## config.mk

```make
export PLATFORM = sky130hd
export DESIGN_NAME = scan_disk_scheduler_core
export DESIGN_NICKNAME = d
export VERILOG_FILES = /design/src/hw/rtl/sds_pkg.sv /design/src/hw/rtl/sds_seek_acc.sv /design/src/hw/rtl/scan_disk_scheduler_core.sv
export SDC_FILE = /design/constraint.sdc
export NUM_CORES = 1
export LEC_CHECK = 0
export BUFFER_PORTS_ARGS = -buffer_cell sky130_fd_sc_hd__buf_2
export CORE_UTILIZATION = 55
export DETAILED_ROUTE_END_ITERATION = 6
export MAX_ROUTING_LAYER = met4
export PLACE_DENSITY = 0.85
export SLEW_MARGIN = 25
export SYNTH_ARGS = -nofsm -noshare
export SYNTH_HDL_FRONTEND = slang
export SYNTH_SLANG_ARGS = --single-unit
```

## constraint.sdc

```tcl
create_clock -name clk -period 6.4 [get_ports clk]
set_input_delay 1.28 -clock clk [delete_from_list [all_inputs] [get_ports clk]]
set_output_delay 1.28 -clock clk [all_outputs]
set_load 0.03 [all_outputs]
```

## src/hw/rtl/sds_pkg.sv

```systemverilog
// shared types and codes for the scan disk scheduler
package sds_pkg;

  // input command codes
  localparam logic CMD_LOAD = 1'b0;
  localparam logic CMD_RUN  = 1'b1;

  // configuration register indexes
  localparam logic CFG_DISK_TRACKS = 1'b0;
  localparam logic CFG_SWEEP_UP    = 1'b1;

  typedef struct packed {
    logic        command;
    logic [15:0] track;
  } sds_in_t;

  typedef struct packed {
    logic [15:0] visit_track;
    logic [31:0] seek_total;
    logic        last;
  } sds_out_t;

  // one emitted track from the sequencer to the output stage
  typedef struct packed {
    logic        en;
    logic        first;
    logic [15:0] trk;
    logic        last;
  } sds_emit_t;

  typedef enum logic [2:0] {
    ST_IDLE,
    ST_COUNT,
    ST_SEL1,
    ST_BOUND,
    ST_SEL2
  } sds_state_t;

endpackage

```

## src/hw/rtl/sds_seek_acc.sv

```systemverilog
// output word register with running saturating seek distance
module sds_seek_acc (
  input  logic              clk,
  input  logic              rst,
  input  sds_pkg::sds_emit_t emit,
  output sds_pkg::sds_out_t  result,
  output logic              strobe
);
  import sds_pkg::*;

  logic [15:0] delta;
  logic [32:0] sum;

  // distance from the track shown last, and the grown total
  always_comb begin
    if (emit.trk >= result.visit_track) begin
      delta = emit.trk - result.visit_track;
    end else begin
      delta = result.visit_track - emit.trk;
    end
    sum = {1'b0, result.seek_total} + {17'b0, delta};
  end

  // strobe is control, cleared by reset
  always_ff @(posedge clk) begin
    if (rst) begin
      strobe <= 1'b0;
    end else begin
      strobe <= emit.en;
    end
  end

  // the result register also holds the head position and the total
  always_ff @(posedge clk) begin
    if (emit.en) begin
      result.visit_track <= emit.trk;
      result.last        <= emit.last;
      if (emit.first) begin
        result.seek_total <= 32'd0;
      end else if (sum[32]) begin
        result.seek_total <= 32'hFFFF_FFFF;
      end else begin
        result.seek_total <= sum[31:0];
      end
    end
  end

endmodule

```

## src/hw/rtl/scan_disk_scheduler_core.sv

```systemverilog
// top level of the scan (elevator) disk scheduler
// A load word (command 0) writes one request track into the store and leaves busy low;
// loads past MAX_REQUESTS are dropped. A run word (command 1) raises busy and emits the
// head, the requests of the first sweep, the disk end (or track 0), then the requests of
// the return sweep, each as a one-cycle strobe with no way to hold it off. The store is
// one single-port memory, so every emitted request costs one full pass over it. The head
// result appears in the cycle after the run word, and the last result shows in the first
// cycle that busy is low again. The store is empty again once last is shown.
module scan_disk_scheduler_core #(
  parameter int MAX_REQUESTS = 32
) (
  input  logic             clk,
  input  logic             rst,
  input  logic             start,
  output logic             busy,
  input  sds_pkg::sds_in_t item,
  output sds_pkg::sds_out_t result,
  output logic             strobe,
  input  logic             cfg_valid,
  output logic             cfg_ready,
  input  logic             cfg_index,
  input  logic [16:0]      cfg_data
);
  import sds_pkg::*;

  localparam int CW = $clog2(MAX_REQUESTS + 1);
  localparam int IW = (MAX_REQUESTS > 1) ? $clog2(MAX_REQUESTS) : 1;
  localparam int KW = 16 + IW;

  // configuration
  logic [16:0] disk_tracks;
  logic        sweep_up;

  // request store
  logic [15:0] mem [MAX_REQUESTS];
  logic [15:0] rd_data;
  logic [CW-1:0] count;

  // sequencer state
  sds_state_t state, state_next;
  logic [15:0]   head;
  logic [CW-1:0] rd_ptr;
  logic          cmp_v;
  logic [IW-1:0] cmp_idx;
  logic          best_v;
  logic [KW-1:0] best_key;
  logic          prev_v;
  logic [KW-1:0] prev_key;
  logic [CW-1:0] nu;
  logic [CW-1:0] k;
  logic [CW-1:0] k2;

  // control
  logic          load_acc, run_acc;
  logic          scan_state, issue, scan_done;
  logic          asc, is_up, eligible, better;
  logic [KW-1:0] key;
  logic [CW-1:0] nl, k1, k2v;
  logic [15:0]   end_trk, boundary;
  logic          restart, finish;
  sds_emit_t     emit;

  assign cfg_ready = 1'b1;
  assign busy      = (state != ST_IDLE);
  assign load_acc  = start && !busy && (item.command == CMD_LOAD);
  assign run_acc   = start && !busy && (item.command == CMD_RUN);

  // configuration writes
  always_ff @(posedge clk) begin
    if (rst) begin
      disk_tracks <= 17'h10000;
      sweep_up    <= 1'b1;
    end else if (cfg_valid) begin
      unique case (cfg_index)
        CFG_DISK_TRACKS: disk_tracks <= cfg_data;
        CFG_SWEEP_UP:    sweep_up    <= cfg_data[0];
        default:         ;
      endcase
    end
  end

  // disk end with the track count clamped to 1..65536
  always_comb begin
    priority if (disk_tracks == 17'd0) begin
      end_trk = 16'd0;
    end else if (disk_tracks[16]) begin
      end_trk = 16'hFFFF;
    end else begin
      end_trk = disk_tracks[15:0] - 16'd1;
    end
    boundary = sweep_up ? end_trk : 16'd0;
  end

  // store write on load, read one entry per cycle during a pass
  always_ff @(posedge clk) begin
    if (load_acc && (count < CW'(MAX_REQUESTS))) begin
      mem[count[IW-1:0]] <= item.track;
    end
    if (issue) begin
      rd_data <= mem[rd_ptr[IW-1:0]];
    end
  end

  // pass control and candidate compare; keys tie-break on store index
  always_comb begin
    scan_state = (state == ST_COUNT) || (state == ST_SEL1) || (state == ST_SEL2);
    issue      = scan_state && (rd_ptr != count);
    scan_done  = scan_state && !cmp_v && (rd_ptr == count);
    asc        = (state == ST_SEL1) ? sweep_up : !sweep_up;
    key        = {rd_data, cmp_idx};
    is_up      = (rd_data >= head);
    if (asc) begin
      eligible = is_up && (!prev_v || (key > prev_key));
      better   = !best_v || (key < best_key);
    end else begin
      eligible = !is_up && (!prev_v || (key < prev_key));
      better   = !best_v || (key > best_key);
    end
    nl  = count - nu;
    k1  = sweep_up ? nu : nl;
    k2v = sweep_up ? nl : nu;
  end

  // state register
  always_ff @(posedge clk) begin
    if (rst) begin
      state <= ST_IDLE;
    end else begin
      state <= state_next;
    end
  end

  // next state and emitted words
  always_comb begin
    state_next = state;
    restart    = 1'b0;
    finish     = 1'b0;
    emit       = '0;
    unique case (state)
      ST_IDLE: begin
        if (run_acc) begin
          emit       = '{en: 1'b1, first: 1'b1, trk: item.track, last: 1'b0};
          restart    = 1'b1;
          state_next = ST_COUNT;
        end
      end
      ST_COUNT: begin
        if (scan_done) begin
          restart    = 1'b1;
          state_next = (k1 != '0) ? ST_SEL1 : ST_BOUND;
        end
      end
      ST_SEL1: begin
        if (scan_done) begin
          emit    = '{en: 1'b1, first: 1'b0, trk: best_key[KW-1:IW], last: 1'b0};
          restart = 1'b1;
          if (k == CW'(1)) begin
            state_next = ST_BOUND;
          end
        end
      end
      ST_BOUND: begin
        emit    = '{en: 1'b1, first: 1'b0, trk: boundary, last: (k2 == '0)};
        restart = 1'b1;
        if (k2 != '0) begin
          state_next = ST_SEL2;
        end else begin
          finish     = 1'b1;
          state_next = ST_IDLE;
        end
      end
      ST_SEL2: begin
        if (scan_done) begin
          emit    = '{en: 1'b1, first: 1'b0, trk: best_key[KW-1:IW], last: (k == CW'(1))};
          restart = 1'b1;
          if (k == CW'(1)) begin
            finish     = 1'b1;
            state_next = ST_IDLE;
          end
        end
      end
      default: state_next = ST_IDLE;
    endcase
  end

  // fill count
  always_ff @(posedge clk) begin
    if (rst) begin
      count <= '0;
    end else if (finish) begin
      count <= '0;
    end else if (load_acc && (count < CW'(MAX_REQUESTS))) begin
      count <= count + CW'(1);
    end
  end

  // pass pointers and best candidate
  always_ff @(posedge clk) begin
    if (rst) begin
      rd_ptr <= '0;
      cmp_v  <= 1'b0;
      best_v <= 1'b0;
    end else if (restart) begin
      rd_ptr <= '0;
      cmp_v  <= 1'b0;
      best_v <= 1'b0;
    end else begin
      if (issue) begin
        rd_ptr <= rd_ptr + CW'(1);
      end
      cmp_v <= issue;
      if (cmp_v && (state != ST_COUNT) && eligible && better) begin
        best_v <= 1'b1;
      end
    end
  end

  // sweep bookkeeping
  always_ff @(posedge clk) begin
    if (issue) begin
      cmp_idx <= rd_ptr[IW-1:0];
    end
    if (cmp_v && (state != ST_COUNT) && eligible && better) begin
      best_key <= key;
    end
    if (run_acc) begin
      head <= item.track;
      nu   <= '0;
    end else if ((state == ST_COUNT) && cmp_v && is_up) begin
      nu <= nu + CW'(1);
    end
    unique case (state)
      ST_COUNT: begin
        if (scan_done) begin
          k      <= k1;
          k2     <= k2v;
          prev_v <= 1'b0;
        end
      end
      ST_SEL1, ST_SEL2: begin
        if (scan_done) begin
          k        <= k - CW'(1);
          prev_key <= best_key;
          prev_v   <= 1'b1;
        end
      end
      ST_BOUND: begin
        k      <= k2;
        prev_v <= 1'b0;
      end
      default: ;
    endcase
  end

  // output stage
  sds_seek_acc u_seek (
    .clk    (clk),
    .rst    (rst),
    .emit   (emit),
    .result (result),
    .strobe (strobe)
  );

endmodule

```

# Word level (Yosys, flattened, before mapping)
# Memory sizes are Yosys's and may differ from the RTL's. A register that Yosys moved wholly into a read port is not among the register bits.
# Index checks and enable logic that the tools add are counted.
# Widths: inputs -> output; s select.
# totals
reg_bits,167
ramBits,512
inputBits,39
output_inout_bits,52
word_cells,134
mem_count,1
# classes
add_sub_neg,9
order_cmp,7
eq_ne,15
muxes,38
n_bitwise,2
n_reduce_logical,43
# mem_list
name,depth,word_bits,rd,rd_clocked_by_memory_dff,wr,line,rtl
mem,32,16,1,1,1,scan_disk_scheduler_core.sv:35,logic [15:0] mem [MAX_REQUESTS];
# op_table
operator,n
$pmux 19 s4,1
$mux 16,4
$mux 19,3
$gt 21x21->1,2
$lt 21x21->1,2
$add 32x16->33,1
$ge 16x16->1,2
$mux 32,1
$sub 16x16->16,2
$mux 6,4
$mux 3,7
$add 6x1->6 const B,3
$pmux 6 s3,1
$logic_not 17->1,1
$sub 16x1->16 const B,1
$pmux 3 s5,1
$logic_and 1x1->1,14
$mux 1,13
$reduce_bool 6->1,2
$ne 2x2->1 const B,5
$reduce_and 2->1,4
$eq 3x2->1 const B,2
$eq 6x1->1 const B,1
$eq 6x6->1,1
other kinds (20),36

# Depth between registers and ports, before layout
# depth
word_depth,11
ltp_mapped,33
mapped_depth_nobuf,28

# Cells and area by module
# Synthesis repeated with hierarchy kept, for this count alone.
# unflattened
cells_unflattened,1987
area_unflattened_um2,31440.2
# by_module_without_submodules
mod,instances,cells_each,area_per_inst_um2,seq_area_each_um2
scan_disk_scheduler_core,1,1499,26952.1,18958.2
sds_seek_acc,1,488,4488.1,1491.4

# Worst setup path before layout
# OpenSTA, ideal clock, no wires.
# synth_timing
kind,in2reg
startpoint,input port item[16] (netlist bit)
endpoint,"register, netlist name u_seek.result[24]"
setup_ns,0.284
t_arrival_ns,5.969
required_ns,6.116
slack_ns,0.147
cell_stages,26
cell_sequence,nand3_1 -> inv_1 -> clkbuf_1 -> buf_2 -> a221oi_1 -> inv_1 -> ha_1 -> buf_2 -> nand2_1 -> o21ai_0 -> o41ai_2 -> a21oi_2 -> buf_6 -> buf_2 -> mux2i_1 -> xnor2_1 -> ha_1 -> nor2b_1 -> o21ai_0 -> a21boi_1 -> o311a_1 -> a31o_2 -> nand3_1 -> and2_1 -> clkbuf_1 -> a311oi_1
# synth_rtl
item,line,rtl
start: declaration,scan_disk_scheduler_core.sv:16,"input sds_pkg::sds_in_t item,"

# Worst setup path in the final report
# layout_timing
startpoint,register count[1]
endpoint,"register, netlist name u_seek.result[24]"
# layout_via
elab_chain_len,8
elab_cells_between_ends,11
# layout_rtl
item,line,rtl
start: declaration,scan_disk_scheduler_core.sv:37,logic [CW-1:0] count;
start signal: assignment,scan_disk_scheduler_core.sv:193,count <= count + CW'(1);
$eq 6x6->1 (*),scan_disk_scheduler_core.sv:108,scan_done = scan_state && !cmp_v && (rd_ptr == count);
$logic_and 1x1->1 (*),scan_disk_scheduler_core.sv:108,
$mux 19 (on tied branches),"scan_disk_scheduler_core.sv:173, scan_disk_scheduler_core.sv:154",
$pmux 19 s4 (*),scan_disk_scheduler_core.sv:139,unique case (state)
"$sub 16x16->16, or another cell as far along",sds_seek_acc.sv:19,delta = result.visit_track - emit.trk;
$mux 16 (*),sds_seek_acc.sv:16,if (emit.trk >= result.visit_track) begin
$add 32x16->33 (*),sds_seek_acc.sv:21,"sum = {1'b0, result.seek_total} + {17'b0, delta};"
$mux 32 (*),sds_seek_acc.sv:40,end else if (sum[32]) begin
# Every way passes the cells marked *; elsewhere a longest branch is shown, timed or not.
# A chain may end at the register's enable or synchronous reset.

==> results.cfg <==
[outcome]
status = complete, but fails checks
violations = design-rule violations

[critical_path]
critPathKind = flop to flop
cp_data_arrival_time_ps = 6450
worstPathRequired_ps = 6730
end_kind = flop
crit_fanout = 25
start_kind = flop

[floorplan]
die_h_um = 240
start_util_pct = 56.1
dieArea_mm2 = 0.0575
coreArea_mm2 = 0.0554
rows = 86
die_w_um = 240
io_pins = 91

[placement]
dp_hpwl_um = 47700
dpl_cell_area_mm2 = 0.0329
portBuffers = 89
dp.cells = 2784
finalWeightedCongestion = 0.919
dp_worst_setup_slack_ps = -28.1

[sta]
maxSlewHeadroom_pct = 27.9
hold_viol_final = 0
grt_setup_unrepaired = true
finalClockSkew_ps = 36.8
finalCritPeriodShare_pct = 95.8
finalMaxSlewViolations = 0
fin_ws_ps = 271
finalSetupViolCount = 0
worst_slew_pin_slew_ps = 1080
fin_crit_ps = 6130
tns_ps = 0
fmax_mhz = 163

[power_and_ir_drop]
leakagePower_uw = 0.0122
p_per_area_mw_per_mm2 = 292
vdd_ir_drop_max_mv = 0.255
total_power_uw = 10300

[drt]
drtIter0Drc = 2185
drc_errors = 1
vias = 18428
routed_wl_um = 77200
via_per_inst = 6.30
post_drt_wl_per_cell_um = 26.4
postRouteAntennaNets = 0
first_pass_iters = 7

[synth]
syn_area_per_cell_um2 = 16.1
synth_edf_count = 653
syn-cell-area_mm2 = 0.0311
yosysTopAreaCell = edfxtp_1
syn_nets = 2097
yosys-top-cells-area = edfxtp_1 (63%), mux4_2 (12%), ha_1 (4.8%), dfxtp_1 (2.7%), a21oi_1 (1.8%)
ys_warn_count = 0
synth_top_flop_cell = edfxtp_1
synth_cells = 1934
async_flop_share_pct = 0
yosysSeqAreaShare_pct = 65.8
ys_types = 86
synth_top_area_share_pct = 63.1
yosys.cell_count.top_type = edfxtp_1
ys_ff_latch = 695
synth_common_cells = edfxtp_1 (653), mux4_2 (160), inv_1 (131)

[grt]
antenna_found_initial = 0
grt_first_pass_wirelength_um = 115000
gr-total-overflow = 0
grt_use_total_pct = 28.4
grt_pass1_vias = 18836
grt_max_degree = 57

[cts]
cts_made_buffers = 70
clk_latency_ps = 620
cts.root.buffer_cell = clkbuf_16
clockBufferDepth = 3
htreeDepth = 3
tritoncts = yes
cts.sink_count = 695
clkTransAtPathRegs_ps = 60

[final_layout]
syn_to_final_growth_pct = 13.8
nets = 2279
finalNonFillerCells = 2923
stdcell_area_mm2 = 0.0354
drive_above_1_share_pct = 24.0
fill_cells = 3632

[worst_hold_path]
hp-class = flop to flop

[run]
maxCapViolations = 0
[cells by family after synthesis]
logic type                 after synthesis  synth area share (%)
other                                    1                0.0121
AOI/OAI and AO/OA                      282                  5.89
and+or+nand+nor                        349                  5.50
xor gates and xnor gates                75                  2.14
muxes                                  195                  12.8
DFF                                    695                  65.8
buffers and inverters                  213                  2.77
adders and majority gates              124                  5.09
[layout by cell type, fill, tap and decap left out, types with 8 or more instances in the layout]
| master | count |
|---|---|
| edfxtp_1 | 653 |
| buf_4 | 97 |
| clkinv_1 | 18 |
| nor2b_1 | 15 |
| mux4_2 | 160 |
| buf_2 | 90 |
| mux2_2 | 17 |
| nor4_1 | 9 |
| inv_1 | 130 |
| xor2_1 | 32 |
| o21ai_0 | 44 |
| nand3_1 | 26 |
| nand2_1 | 105 |
| clkbuf_16 | 74 |
| ha_1 | 119 |
| dfxtp_1 | 36 |
| nand4_1 | 15 |
| a211oi_1 | 10 |
| clkbuf_1 | 14 |
| nor3_1 | 22 |
| clkinv_2 | 10 |
| xnor2_1 | 42 |
| mux2i_1 | 16 |
| a31oi_1 | 11 |
| a21o_1 | 11 |
| a221oi_2 | 12 |
| nor2_1 | 96 |
| a21oi_1 | 110 |
| and3_1 | 8 |
[power by group]
group	internal (uW)	total [uW]	switching, uW	leakage (uW)
registers	5070	5130	59.6	0.00626
logic	443	1120	677	0.00489
clock network	2280	4080	1800	0.00110
[sequential cells by signal, indices dropped and copies added (netlist names)]
signal / count
state: 3
head: 16
best_v: 1
prev_key: 21
u_seek.result: 49
best_key: 21
mem: 512
count: 6
k: 6
cmp_idx: 5
cmp_v: 1
rd_data: 16
prev_v: 1
disk_tracks: 17
sweep_up: 1
u_seek.strobe: 1
rd_ptr: 6
k2: 6
nu: 6
[critical path, cell delays in order, from the launching register on]
cell,delay (ps)
dfxtp_2,370
xor2_1,180
nor4_4,330
nand3_2,150
or3_4,460
nor2_8,220
buf_4,170
a221oi_2,60
ha_1,230
fa_1,430
nor2b_4,140
o31a_1,210
o41ai_4,110
a21oi_2,190
buf_12,210
mux2i_1,240
xnor2_1,150
ha_1,290
nor2b_1,140
o21ai_0,240
a21boi_1,140
o311a_1,350
buf_4,160
a31o_2,260
nand3_1,90
and2_2,210
a311oi_1,120
[path summary, 6_finish.rpt]
kind | to | depth (start not counted) | slack [ps] | startpoint
min | prev_key[4] | 0 | 440 | best_key[4]
max | u_seek.result[24] | 26 | 270 | count[1]
max reg2reg | u_seek.result[24] | 26 | 270 | count[1]
min reg2reg | prev_key[4] | 0 | 440 | best_key[4]
[metal layers]
| layer | part of all wire [%] | up-vias | global-route usage [%] |
|---|---|---|---|
| met2 | 52 | 1053 | 48.2 |
| li1 | - | 7896 | - |
| met5 | 0 | - | - |
| met4 | 3.9 | 0 | 11.2 |
| met1 | 36 | 9270 | 33.8 |
| met3 | 8.5 | 209 | 4.75 |
[final cells by class]
cell class                      count  area, um2  area share [%]
Sequential cell                   695      20500            57.8
Multi-Input combinational cell   1026       9930            28.1
Clock buffer                       89       1920            5.42
Timing Repair Buffer              190       1250            3.54
Tap cell                          748        936            2.65
Inverter                          133        499            1.41
Clock inverter                     40        372            1.05
Antenna cell                        2       5.00          0.0141
[timing repair]
action | in CTS | in global routing
setup buffers | 0 | 6
hold buffers | 0 | 0
resized for setup | 0 | 29
setup endpoints to repair | 0 | 32
[through the flow]
step / util, % / hold slack (ps)
after floorplan: - / 403
after global placement: 59.2 / 435
after detailed placement: 59.3 / 441
after CTS: 63.4 / 443
after global routing: 63.8 / 465
final: 63.8 / 437
No activity file was read; power rests on OpenSTA's default activity.
